[src/rtl/core/ght_pkg.sv]
// ----------------------------------------------------------------------------
// Generational handle table package
// Shared codes, constants and controller/datapath interface types.
// ----------------------------------------------------------------------------
package ght_pkg;

    localparam int SLOTS_DEFAULT = 256;

    localparam logic [31:0] GEN_MAX = 32'hFFFF_FFFF;
    localparam logic [31:0] GEN_FIRST = 32'd1;

    localparam logic [1:0] OP_EXPOSE = 2'd0;
    localparam logic [1:0] OP_INVALIDATE = 2'd1;
    localparam logic [1:0] OP_RESOLVE = 2'd2;

    localparam logic [2:0] STATUS_OK = 3'd0;
    localparam logic [2:0] STATUS_STALE_INDEX = 3'd1;
    localparam logic [2:0] STATUS_STALE_GEN = 3'd2;
    localparam logic [2:0] STATUS_NULL = 3'd3;
    localparam logic [2:0] STATUS_FULL = 3'd4;

    localparam logic [3:0] RES_NOP = 4'd0;
    localparam logic [3:0] RES_NULL = 4'd1;
    localparam logic [3:0] RES_FULL = 4'd2;
    localparam logic [3:0] RES_STALE_INDEX = 4'd3;
    localparam logic [3:0] RES_STALE_GEN = 4'd4;
    localparam logic [3:0] RES_EXPOSE_HIT = 4'd5;
    localparam logic [3:0] RES_APPEND = 4'd6;
    localparam logic [3:0] RES_INVALIDATE = 4'd7;
    localparam logic [3:0] RES_RESOLVE = 4'd8;

    typedef struct packed {
        logic       latch_in;
        logic       scan_start;
        logic       scan_step;
        logic       read_handle;
        logic       res_load;
        logic [3:0] res_sel;
        logic       out_load;
    } ght_cmd_t;

    typedef struct packed {
        logic [1:0] op;
        logic       obj_zero;
        logic       scan_more;
        logic       rd_valid;
        logic       slot_hit;
        logic       table_full;
        logic       idx_ok;
        logic       gen_ok;
        logic       out_free;
    } ght_stat_t;

endpackage

[src/rtl/core/ght_ctrl.sv]
// ----------------------------------------------------------------------------
// Generational handle table controller
// Sequences decode, slot scan, handle check and result hand-off.
// ----------------------------------------------------------------------------
module ght_ctrl (
    input  logic              aclk,
    input  logic              aresetn,
    input  logic              s_tvalid,
    output logic              s_tready,
    input  ght_pkg::ght_stat_t stat,
    output ght_pkg::ght_cmd_t  cmd
);

    localparam logic [2:0] S_IDLE = 3'd0;
    localparam logic [2:0] S_DECODE = 3'd1;
    localparam logic [2:0] S_SCAN = 3'd2;
    localparam logic [2:0] S_CHECK = 3'd3;
    localparam logic [2:0] S_RESP = 3'd4;

    logic [2:0] state_reg;
    logic [2:0] state_next;

    assign s_tready = (state_reg == S_IDLE);

    always_comb begin
        state_next = state_reg;
        cmd = '0;
        cmd.res_sel = ght_pkg::RES_NOP;
        case (state_reg)
            S_IDLE: begin
                if (s_tvalid) begin
                    cmd.latch_in = 1'b1;
                    state_next = S_DECODE;
                end
            end
            S_DECODE: begin
                case (stat.op)
                    ght_pkg::OP_EXPOSE: begin
                        if (stat.obj_zero) begin
                            cmd.res_load = 1'b1;
                            cmd.res_sel = ght_pkg::RES_NULL;
                            state_next = S_RESP;
                        end else begin
                            cmd.scan_start = 1'b1;
                            state_next = S_SCAN;
                        end
                    end
                    ght_pkg::OP_INVALIDATE, ght_pkg::OP_RESOLVE: begin
                        if (stat.idx_ok) begin
                            cmd.read_handle = 1'b1;
                            state_next = S_CHECK;
                        end else begin
                            cmd.res_load = 1'b1;
                            cmd.res_sel = ght_pkg::RES_STALE_INDEX;
                            state_next = S_RESP;
                        end
                    end
                    default: begin
                        cmd.res_load = 1'b1;
                        cmd.res_sel = ght_pkg::RES_NOP;
                        state_next = S_RESP;
                    end
                endcase
            end
            S_SCAN: begin
                if (stat.rd_valid && stat.slot_hit) begin
                    cmd.res_load = 1'b1;
                    cmd.res_sel = ght_pkg::RES_EXPOSE_HIT;
                    state_next = S_RESP;
                end else if (stat.scan_more) begin
                    cmd.scan_step = 1'b1;
                end else begin
                    cmd.res_load = 1'b1;
                    cmd.res_sel = stat.table_full ? ght_pkg::RES_FULL : ght_pkg::RES_APPEND;
                    state_next = S_RESP;
                end
            end
            S_CHECK: begin
                cmd.res_load = 1'b1;
                if (!stat.gen_ok) begin
                    cmd.res_sel = ght_pkg::RES_STALE_GEN;
                end else if (stat.op == ght_pkg::OP_INVALIDATE) begin
                    cmd.res_sel = ght_pkg::RES_INVALIDATE;
                end else begin
                    cmd.res_sel = ght_pkg::RES_RESOLVE;
                end
                state_next = S_RESP;
            end
            S_RESP: begin
                if (stat.out_free) begin
                    cmd.out_load = 1'b1;
                    state_next = S_IDLE;
                end
            end
            default: begin
                state_next = S_IDLE;
            end
        endcase
    end

    always_ff @(posedge aclk) begin
        if (!aresetn) begin
            state_reg <= S_IDLE;
        end else begin
            state_reg <= state_next;
        end
    end

endmodule

[config.mk]
export PLATFORM = sky130hd
export DESIGN_NAME = ght_ctrl
export DESIGN_NICKNAME = d
export VERILOG_FILES = /design/src/rtl/core/ght_pkg.sv /design/src/rtl/core/ght_ctrl.sv
export SDC_FILE = /design/constraint.sdc
export NUM_CORES = 1
export LEC_CHECK = 0
export ABC_AREA = 1
export BUFFER_PORTS_ARGS = -buffer_cell sky130_fd_sc_hd__buf_2
export CELL_PAD_IN_SITES_DETAIL_PLACEMENT = 1
export CELL_PAD_IN_SITES_GLOBAL_PLACEMENT = 1
export CORE_UTILIZATION = 25
export DETAILED_ROUTE_END_ITERATION = 16
export GPL_TIMING_DRIVEN = 0
export PLACE_DENSITY = 0.79
export SLEW_MARGIN = 10
export SYNTH_ARGS = -nofsm -noshare
export SYNTH_HDL_FRONTEND = slang
export SYNTH_SLANG_ARGS = --single-unit
export TNS_END_PERCENT = 5
[constraint.sdc]
create_clock -name aclk -period 1.41 [get_ports aclk]
set_clock_uncertainty 0.15 [all_clocks]
set_input_delay 0 -clock aclk [delete_from_list [all_inputs] [get_ports aclk]]
set_output_delay 0 -clock aclk [all_outputs]
set_load 0.1 [all_outputs]
==> summary.txt, run 1 <==
Post-synthesis sequential element count: 3
Post-route setup slack: -0.153 ns
Mapped Area: 389 um^2
WS Path Type: reg -> out
Final Hold Fails: 0
Largest register FFs: 3
Slew margin rel.: 0.797
RD Place Congestion: 0.772
Final setup TNS: -0.540 ns
Slew Limit Fails: 0
PwrDens: 1010 nW/um^2
Drt first pass iters: 3
Initial antenna violation count: 0
Layout cells sized above 1: 0.479
Die area: 1720 um^2
Syn Inst Count: 65
Largest net degree at the start of global routing: 9
Global-route wire length before repair: 2470 um
# IOs: 24
IO Port Bufs: 23
Post-synth EDFFs: 0
Vias in the first global route: 588
Total gr overflow: 0
CTS Buf Count: 3
H-tree Lvls: 1
Worst vdd ir: 0.410 mV
Outcome: complete, but fails checks
Ys async rst share: 0
Layout Nets: 111
Clock Tree Buf Depth: 2
Buf/Inv on CP: 2
Synth area leaders: dfxtp_1 (15%), inv_1 (14%), nand3_1 (14%), nand2_1 (11%), ha_1 (9.6%)
Setup crit start kind: register
Placed Instance Area: 588 um^2
Via/cell ratio: 5.07
Post-synth top area share: 0.154
Final min period: 1.56 ns
Final instance area: 763 um^2
Sequential fraction of the synthesis area: 0.154
Detail Route Antenna Nets: 0
Initial DRC Count: 6
Final WL: 1490 um
Critical Path Sink Type: primary output
Total Routing Usage GR: 0.185
Unrepaired setup endpoints after global routing: yes
CTS Root Cell: clkbuf_4
CTS tree: yes
DIE WIDTH: 41.5 um
DR WL/cell: 13.7 um
Slowest CP cell: dfxtp_4
Worst path top cell family by delay: flip-flops
Drt drc: 0
Achievable Freq: 0.640 GHz
Area growth, synth to finish: 96.1%
Hold Path Class: in -> reg
Vias: 553
Max incr delay on CP: 0.37 ns
Yosys warning count: 0
ANT cells: 0
Top_reg_cell synth: dfxtp_1
Period utilization: 1.11
Synth cell types: 18
Syn_nets: 81
CP Data Arrival Time: 1.41 ns
Sink Count: 3
Critical path peak fanout: 4
Failing checks: negative setup slack
Initial Utilization: 0.285
Post-synth top cells: inv_1 (15), nand2_1 (11), nand3_1 (11)
CTS clk-pin slew, worst paths: 0.04 ns
Core region area: 1370 um^2
Crit path cell chain: inv_6, nand2_8, nor2_4, nand2_1, o211ai_1, buf_6
Cell taking the most area after synthesis: dfxtp_1
Fill cells: 184
# setup viols final: 8
Critical Path RT: 1.26 ns
Worst slew pin tran: 0.303 ns
HPWL after DPL: 965 um
Count leader, synth: inv_1
Later-pin clock latency in the skew report: 0.23 ns
Max-Cap Viols: 0
Std-Cell Rows: 13
Synth Area per Inst: 5.99 um^2
Pleak: 0.378 nW
Die height: 41.5 um
Setup Buffers After CTS: 0
layout by cell type, fill, tap and decap left out, drive strengths merged:
master	instances
nand3	12
o21ai	2
ha	3
dlygate4sd3	2
nor3	3
dfxtp	3
nand2	12
nor2	5
o21bai	1
o211ai	2
inv	17
clkbuf	4
nor4	3
a21oi	1
buf	24
worst register-to-register path: stages, from the launching register on:
cell and delay, ns:
dfxtp_1 0.32, buf_6 0.16, nand3_2 0.15, nor2_2 0.19, nor2_1 0.07, nor3_2 0.16
stage by stage:
step	total power, mW	util	hold WS [ns]	worst slack [ns]	instances
2_1_floorplan	0.457	-	-0.0524	-0.868	65
3_3_place_gp	0.521	0.430	0.0496	-0.114	103
3_5_place_dp	0.528	0.430	0.0546	-0.137	103
4_1_cts	0.751	0.549	0.0627	-0.126	109
5_1_grt	0.802	0.559	0.122	-0.188	109
6_report	0.769	0.559	0.0747	-0.153	109
logic make-up (layout without fill, tap and decap cells):
kind of cell | after synthesis | in the layout | synth area share
buf+inv | 18 | 47 | 0.183
fa+ha+maj | 3 | 3 | 0.0965
flops | 3 | 3 | 0.154
simple gates | 35 | 35 | 0.469
compound gates | 6 | 6 | 0.0964
where the power goes:
group	internal, mW	switching (mW)
clock network	0.106	0.0453
logic	0.151	0.356
registers	0.0949	0.0154
metal layers:
metal / global-route usage / wire length, um / part of all wire
met3: 0.0130 / 37 / 0.025
met2: 0.372 / 866 / 0.58
met4: 0.103 / 47 / 0.032
met1: 0.179 / 537 / 0.36
met5: 0 / 0 / 0
cell type report:
cell class / instances / area [um^2] / area share
plain buffers: 1 / 11.3 / 0.0148
clock buffers: 4 / 26.3 / 0.0344
inverters: 17 / 68.8 / 0.0902
multi-input cells: 44 / 332 / 0.434
flip-flops and latches: 3 / 67.6 / 0.0885
well taps: 15 / 18.8 / 0.0246
repair buffers: 25 / 239 / 0.313
worst paths after layout:
path | start | endpoint | slack, ns | cells after the start
worst max-delay path | state_reg[2] | cmd[3] | -0.15 | 6
worst min-delay path | stat[9] | state_reg[1] | 0.07 | 5
worst max register to register | state_reg[0] | state_reg[0] | 0.12 | 5
worst min register to register | state_reg[2] | state_reg[0] | 0.56 | 3
what timing repair did:
| item | CTS | global route |
|---|---|---|
| endpoints found under the setup margin | 11 | 10 |
| hold endpoints to repair | 3 | 0 |
| gates resized for setup | 35 | 3 |
| hold buffers | 2 | 0 |
| pin swaps | 5 | 1 |
No activity file was read; power rests on OpenSTA's default activity.
==> run 2: changes to the inputs <==
Clock period 1.41 ns to 1.6 ns, I/O delays scaled along.
==> run 2 against run 1 <==
Compared with the run above:
- the flow now finishes without violations
- count of clock-buffer cells in the layout is the same
- worst setup slack gained 0.22 ns
- sequential power shrank 13%
- worst hold slack lost 0.020 ns
- power shrank 19%
- clock power shrank 11%
- die area is the same
- flip-flop and latch count is the same
- final area shrank 11%
- first-iteration DRC count shrank 100%
- sequential share of layout area grew 0.78 points
- global-route usage shrank 3.9 points
- critical path type unchanged
- critical endpoint unchanged
- largest power group unchanged
==> summary.txt, run 2 (synthesized netlist as in run 1, its figures left out) <==
Clock Tree Buf Depth: 2 (unchanged)
CTS Buf Count: 3 (unchanged)
Drt first pass iters: 1 (-2)
Critical path peak fanout: 4 (unchanged)
Largest net degree at the start of global routing: 9 (unchanged)
Hold Path Class: in -> reg
Period utilization: 0.956
Drt drc: 0 (unchanged)
Pleak: 0.362 nW (-4.4%)
Area of the multi-input gates: 318 um^2 (-4.2%)
Max-Cap Viols: 0 (unchanged)
CTS tree: yes
H-tree Lvls: 1 (unchanged)
Placed cell count: 103 (unchanged)
Setup crit start kind: register
Internal power: 0.277 mW (-21%)
IO Port Bufs: 23 (unchanged)
ANT cells: 0 (unchanged)
Later-pin clock latency in the skew report: 0.23 ns (about the same)
DIE WIDTH: 41.5 um (unchanged)
Slew Limit Fails: 0 (unchanged)
Initial Utilization: 0.285 (unchanged)
Max incr delay on CP: 0.35 ns (-0.02 ns)
Detail Route Antenna Nets: 0 (unchanged)
Final WL: 1120 um (-25%)
Layout Cells excl Fill: 109 (unchanged)
Crit path cell chain: inv_4, nand2_4, nor2_4, nand2_1, o211ai_1, buf_6
Final Hold Fails: 0 (unchanged)
Global-route wire length before repair: 2060 um (-17%)
DR WL/cell: 10.3 um (-25%)
Core region area: 1370 um^2 (unchanged)
PwrDens: 917 nW/um^2 (-9.0%)
Sw Ratio: 0.553 (+0.0111)
Worst vdd ir: 0.365 mV (-11%)
# setup viols final: 0 (-8)
Total gr overflow: 0 (unchanged)
Combinational share of power: 0.630 (-0.030)
Most frequent cells in the layout: buf_2 (15), inv_1 (14), nand2_1 (11), nand3_1 (11)
Slowest CP cell: dfxtp_2
CTS Root Cell: clkbuf_4
Critical Path RT: 1.45 ns (+0.19 ns)
Area growth, synth to finish: 73.6%
# IOs: 24 (unchanged)
Final min period: 1.53 ns
Die height: 41.5 um (unchanged)
CP Data Arrival Time: 1.38 ns (-0.03 ns)
Die area: 1720 um^2 (unchanged)
Vias in the first global route: 543 (-7.7%)
Final Total Pwr: 0.620 mW (-19%)
CTS clk-pin slew, worst paths: 0.04 ns (about the same)
Clock power share: 0.216 (+0.019)
Via/cell ratio: 4.70 (-7.4%)
Critical Path Sink Type: primary output
Vias: 512 (-7.4%)
FF+latch area: 65.1 um^2 (-3.7%)
Worst slew pin tran: 0.484 ns (+0.180 ns)
Total Routing Usage GR: 0.145 (-0.0395)
Fill cells: 201 (+9.2%)
Unrepaired setup endpoints after global routing: no
Setup Buffers After CTS: 0 (unchanged)
WS Path Type: reg -> out
Layout Nets: 111 (unchanged)
HPWL after DPL: 965 um (unchanged)
Layout cells sized above 1: 0.457 (-0.0213)
Achievable Freq: 0.654 GHz
RD Place Congestion: 0.772 (unchanged)
Largest register FFs: 3 (unchanged)
NetSw: 0.343 mW (-18%)
Outcome: completed
Sequential Power Share: 0.154 (+0.011)
Sink Count: 3 (unchanged)
Initial DRC Count: 0 (-6)
Std-Cell Rows: 13 (unchanged)
Worst path top cell family by delay: flip-flops
Slew margin rel.: 0.680 (-0.117)
Commonest non-fill, non-tap cell in the layout: buf_2
Initial antenna violation count: 0 (unchanged)
Buf/Inv on CP: 2 (unchanged)
==> run 2: changes by cell type in the layout (fill, tap and decap cells not counted), moves of 2 or more <==
cell	change
buf_2	+3
buf_6	-3
buf_12	-4
buf_4	+2
clkbuf_4	+2
==> run 2: tightest hold or removal path, stage by stage <==
cell,delay (ns)
buf_2,0.10
nand2_1,0.07
o21ai_0,0.08
nand3_1,0.08
a21oi_1,0.05
==> run 2: metal layers <==
metal  vias up  global-route usage  part of all wire
li1        268                   -                 -
met1       235               0.177              0.43
met2         9               0.269              0.55
met3         0                   0             0.022
met4         0              0.0581                 0
met5         -                   0                 0
==> run 2: repair_timing <==
item / 4_1_cts / 5_1_grt
resized for setup: 8 / 7
pin swaps: 0 / 2
hold buffers: 2 / 0
setup endpoints to repair: 8 / 6
hold endpoints to repair: 3 / 0
==> run 2: worst paths after layout <==
path,start,to,slack [ns],depth (start not counted)
hold / removal,stat[2],state_reg[1],0.05,5
setup reg to reg,state_reg[0],state_reg[2],0.38,7
hold reg to reg,state_reg[1],state_reg[0],0.55,3
setup / recovery,state_reg[2],cmd[3],0.07,6
==> run 2: per-stage QoR <==
step                TNS (ns)  utilization  instance area (um^2)  hold slack, ns  worst slack [ns]
detailed placement         0        0.430                   588          0.0546            0.0526
global placement           0        0.430                   588          0.0496            0.0762
CTS                        0        0.481                   657          0.0613           0.00164
global route               0        0.495                   676          0.0980          0.000770
finish                     0        0.495                   676          0.0545            0.0704
floorplan              -3.04            -                   454         -0.0524            -0.678
==> run 2: power by group through the flow <==
stage / sequential (mW) / clock [mW] / combinational, mW
final: 0.0952 / 0.134 / 0.390
after global routing: 0.0963 / 0.141 / 0.414
after CTS: 0.0956 / 0.136 / 0.385
after detailed placement: 0.0958 / 0 / 0.369
after global placement: 0.0954 / 0 / 0.364
after floorplan: 0.0941 / 0 / 0.309
==> run 2: area by class of cell <==
class	count	area share
Buffer	1	0.0167
Clock buffer	4	0.0389
Inverter	17	0.0981
Multi-Input combinational cell	44	0.470
Sequential cell	3	0.0963
Tap cell	15	0.0278
Timing Repair Buffer	25	0.252
==> run 3: changes to the inputs <==
==> constraint.sdc (replaced) <==
create_clock -name aclk -period 1.6 [get_ports aclk]
set_clock_uncertainty 0.15 [all_clocks]
set_input_delay 0.08 -clock aclk [delete_from_list [all_inputs] [get_ports aclk]]
set_output_delay 0.08 -clock aclk [all_outputs]
set_load 0.1 [all_outputs]
==> run 3 against run 2 <==
Compared with the run above:
- the flow now finishes with violations (negative setup slack)
- global-route usage unchanged
- flip-flop and latch count stayed put
- worst setup slack got worse by 0.12 ns
- sequential share of layout area shrank 0.40 points
- sequential power is 0.9% higher
- non-clock buffer count is 2 higher
- register-to-register slack hardly changed
- combinational power is 11% higher
- maximum frequency decreased by 7.2%
- first-iteration DRC count rose by 7
- final area grew 8.3%
- final cell count rose by 1.8%
- critical endpoint unchanged
==> summary.txt, run 3 (synthesized netlist as in run 1, its figures left out) <==
Layout Nets: 113 (+1.8%)
Critical Path RT: 1.37 ns (-0.08 ns)
R2R cell count: 7 (unchanged)
Detail Route Antenna Nets: 0 (unchanged)
Worst slew pin tran: 0.300 ns (-0.183 ns)
NetSw: 0.364 mW (+6.2%)
Drt drc: 0 (unchanged)
Final Total Pwr: 0.672 mW (+8.4%)
IO Port Bufs: 23 (unchanged)
Fill cells: 190 (-5.5%)
Crit path cell chain: inv_4, nand2_4, nor2_4, nand2_1, o211ai_1, buf_6
Layout cells sized above 1: 0.490 (+0.0321)
Largest net degree at the start of global routing: 9 (unchanged)
Clock power share: 0.213 (-0.003)
Drt first pass iters: 3 (+2)
Outcome: complete, but fails checks
Sink Count: 3 (unchanged)
Failing checks: negative setup slack
Slew margin rel.: 0.801 (+0.121)
Period utilization: 1.03 (+0.0745)
Area growth, synth to finish: 88.1%
DR WL/cell: 12.4 um (+21%)
Most frequent cells in the layout: inv_1 (14), buf_2 (12), nand2_1 (11)
Placed Instance Area: 588 um^2 (unchanged)
# IOs: 24 (unchanged)
Buf/Inv on CP: 2 (unchanged)
CP Data Arrival Time: 1.42 ns (+0.04 ns)
Clock Tree Buf Depth: 2 (unchanged)
Internal power: 0.308 mW (+11%)
Unrepaired setup endpoints after global routing: yes
CTS Buf Count: 3 (unchanged)
Hold path cells: 4 (-1)
Area of the multi-input gates: 323 um^2 (+1.6%)
Worst path top cell family by delay: flip-flops
Final instance area: 732 um^2 (+8.3%)
Via/cell ratio: 4.80 (+2.2%)
ANT cells: 0 (unchanged)
Initial DRC Count: 7 (+7)
Global-route wire length before repair: 2050 um (-0.34%)
Commonest non-fill, non-tap cell in the layout: inv_1
Pleak: 0.381 nW (+5.4%)
Max-Cap Viols: 0 (unchanged)
Slowest CP cell: dfxtp_4
Die area: 1720 um^2 (unchanged)
Worst vdd ir: 0.387 mV (+6.2%)
DIE WIDTH: 41.5 um (unchanged)
Die height: 41.5 um (unchanged)
H-tree Lvls: 1 (unchanged)
Sw Ratio: 0.542 (-0.0115)
Max incr delay on CP: 0.37 ns (+0.02 ns)
Sequential Power Share: 0.143 (-0.011)
RD Place Congestion: 0.772 (unchanged)
Critical Path Sink Type: primary output
Vias: 533 (+4.1%)
FF+latch area: 67.6 um^2 (+3.8%)
Achievable Freq: 0.607 GHz (-7.2%)
Total Routing Usage GR: 0.145 (unchanged)
Post-route setup slack: -0.0488 ns (-0.119 ns)
Vias in the first global route: 549 (+1.1%)
Slew Limit Fails: 0 (unchanged)
CTS Root Cell: clkbuf_4
Hold Path Class: in -> reg
Total gr overflow: 0 (unchanged)
Setup crit start kind: register
Final WL: 1380 um (+23%)
WS Path Type: reg -> out
Final min period: 1.65 ns (+0.119 ns)
Std-Cell Rows: 13 (unchanged)
Final Hold Fails: 0 (unchanged)
Worst slack, placed: -0.0274 ns (-0.0800 ns)
Initial antenna violation count: 0 (unchanged)
Later-pin clock latency in the skew report: 0.24 ns (about the same)
Critical path peak fanout: 4 (unchanged)
HPWL after DPL: 965 um (unchanged)
Largest register FFs: 3 (unchanged)
Levels on crit path: 6 (unchanged)
# setup viols final: 2 (+2)
CTS clk-pin slew, worst paths: 0.04 ns (about the same)
CTS tree: yes
Combinational share of power: 0.644 (+0.014)
PwrDens: 918 nW/um^2 (about the same)
Core region area: 1370 um^2 (unchanged)
Initial Utilization: 0.285 (unchanged)
[run 3: cell types whose count changed in the layout (fill, tap and decap cells not counted), sizes merged]
| cell | previous run | this run |
|---|---|---|
| buf | 22 | 26 |
| clkbuf | 6 | 5 |
| dlygate4sd3 | 2 | 1 |
[run 3: worst paths after layout]
path	start	endpoint	slack [ns]
setup / recovery	state_reg[2]	cmd[3]	-0.05
hold / removal	stat[7]	state_reg[1]	0.06
setup reg to reg	state_reg[0]	state_reg[2]	0.38
hold reg to reg	state_reg[2]	state_reg[0]	0.55
[run 3: power groups by stage]
stage          registers [mW]  clock network, mW  logic (mW)
2_1_floorplan          0.0941                  0       0.309
3_3_place_gp           0.0954                  0       0.364
3_5_place_dp           0.0958                  0       0.369
4_1_cts                0.0956              0.136       0.398
5_1_grt                0.0970              0.146       0.454
6_report               0.0961              0.143       0.433
[run 3: area by class of cell]
class,count,share of cell area
Sequential cell,3,0.0923
Tap cell,15,0.0256
Clock buffer,4,0.0359
Buffer,1,0.0154
Timing Repair Buffer,27,0.299
Multi-Input combinational cell,44,0.441
Inverter,17,0.0906
[run 3: metal layers]
| metal | global-route usage | up-vias | part of all wire |
|---|---|---|---|
| met5 | 0 | - | 0 |
| met4 | 0.0581 | 0 | 0 |
| met3 | 0 | 0 | 0.019 |
| met2 | 0.275 | 9 | 0.54 |
| met1 | 0.172 | 254 | 0.44 |
| li1 | - | 270 | - |
[run 3: what timing repair did]
action	4_1_cts	5_1_grt
hold buffers	1	0
endpoints found under the setup margin	11	7
resized for setup	17	11
buffers inserted	0	3
pin swaps	2	2
endpoints found under the hold margin	3	0
[run 3: per-stage QoR]
| stage | TNS [ns] | hold WS, ns | util | std cells |
|---|---|---|---|---|
| 2_1_floorplan | -3.74 | 0.0276 | - | 65 |
| 3_3_place_gp | -0.00376 | 0.130 | 0.430 | 103 |
| 3_5_place_dp | -0.0274 | 0.135 | 0.430 | 103 |
| 4_1_cts | -0.0839 | 0.0680 | 0.495 | 108 |
| 5_1_grt | -0.258 | 0.127 | 0.536 | 111 |
| 6_report | -0.0869 | 0.0578 | 0.536 | 111 |
[run 3: tightest hold or removal path, stage by stage]
cell     delay (ns)
buf_2          0.10
o21ai_0        0.09
nand3_1        0.08
a21oi_1        0.05
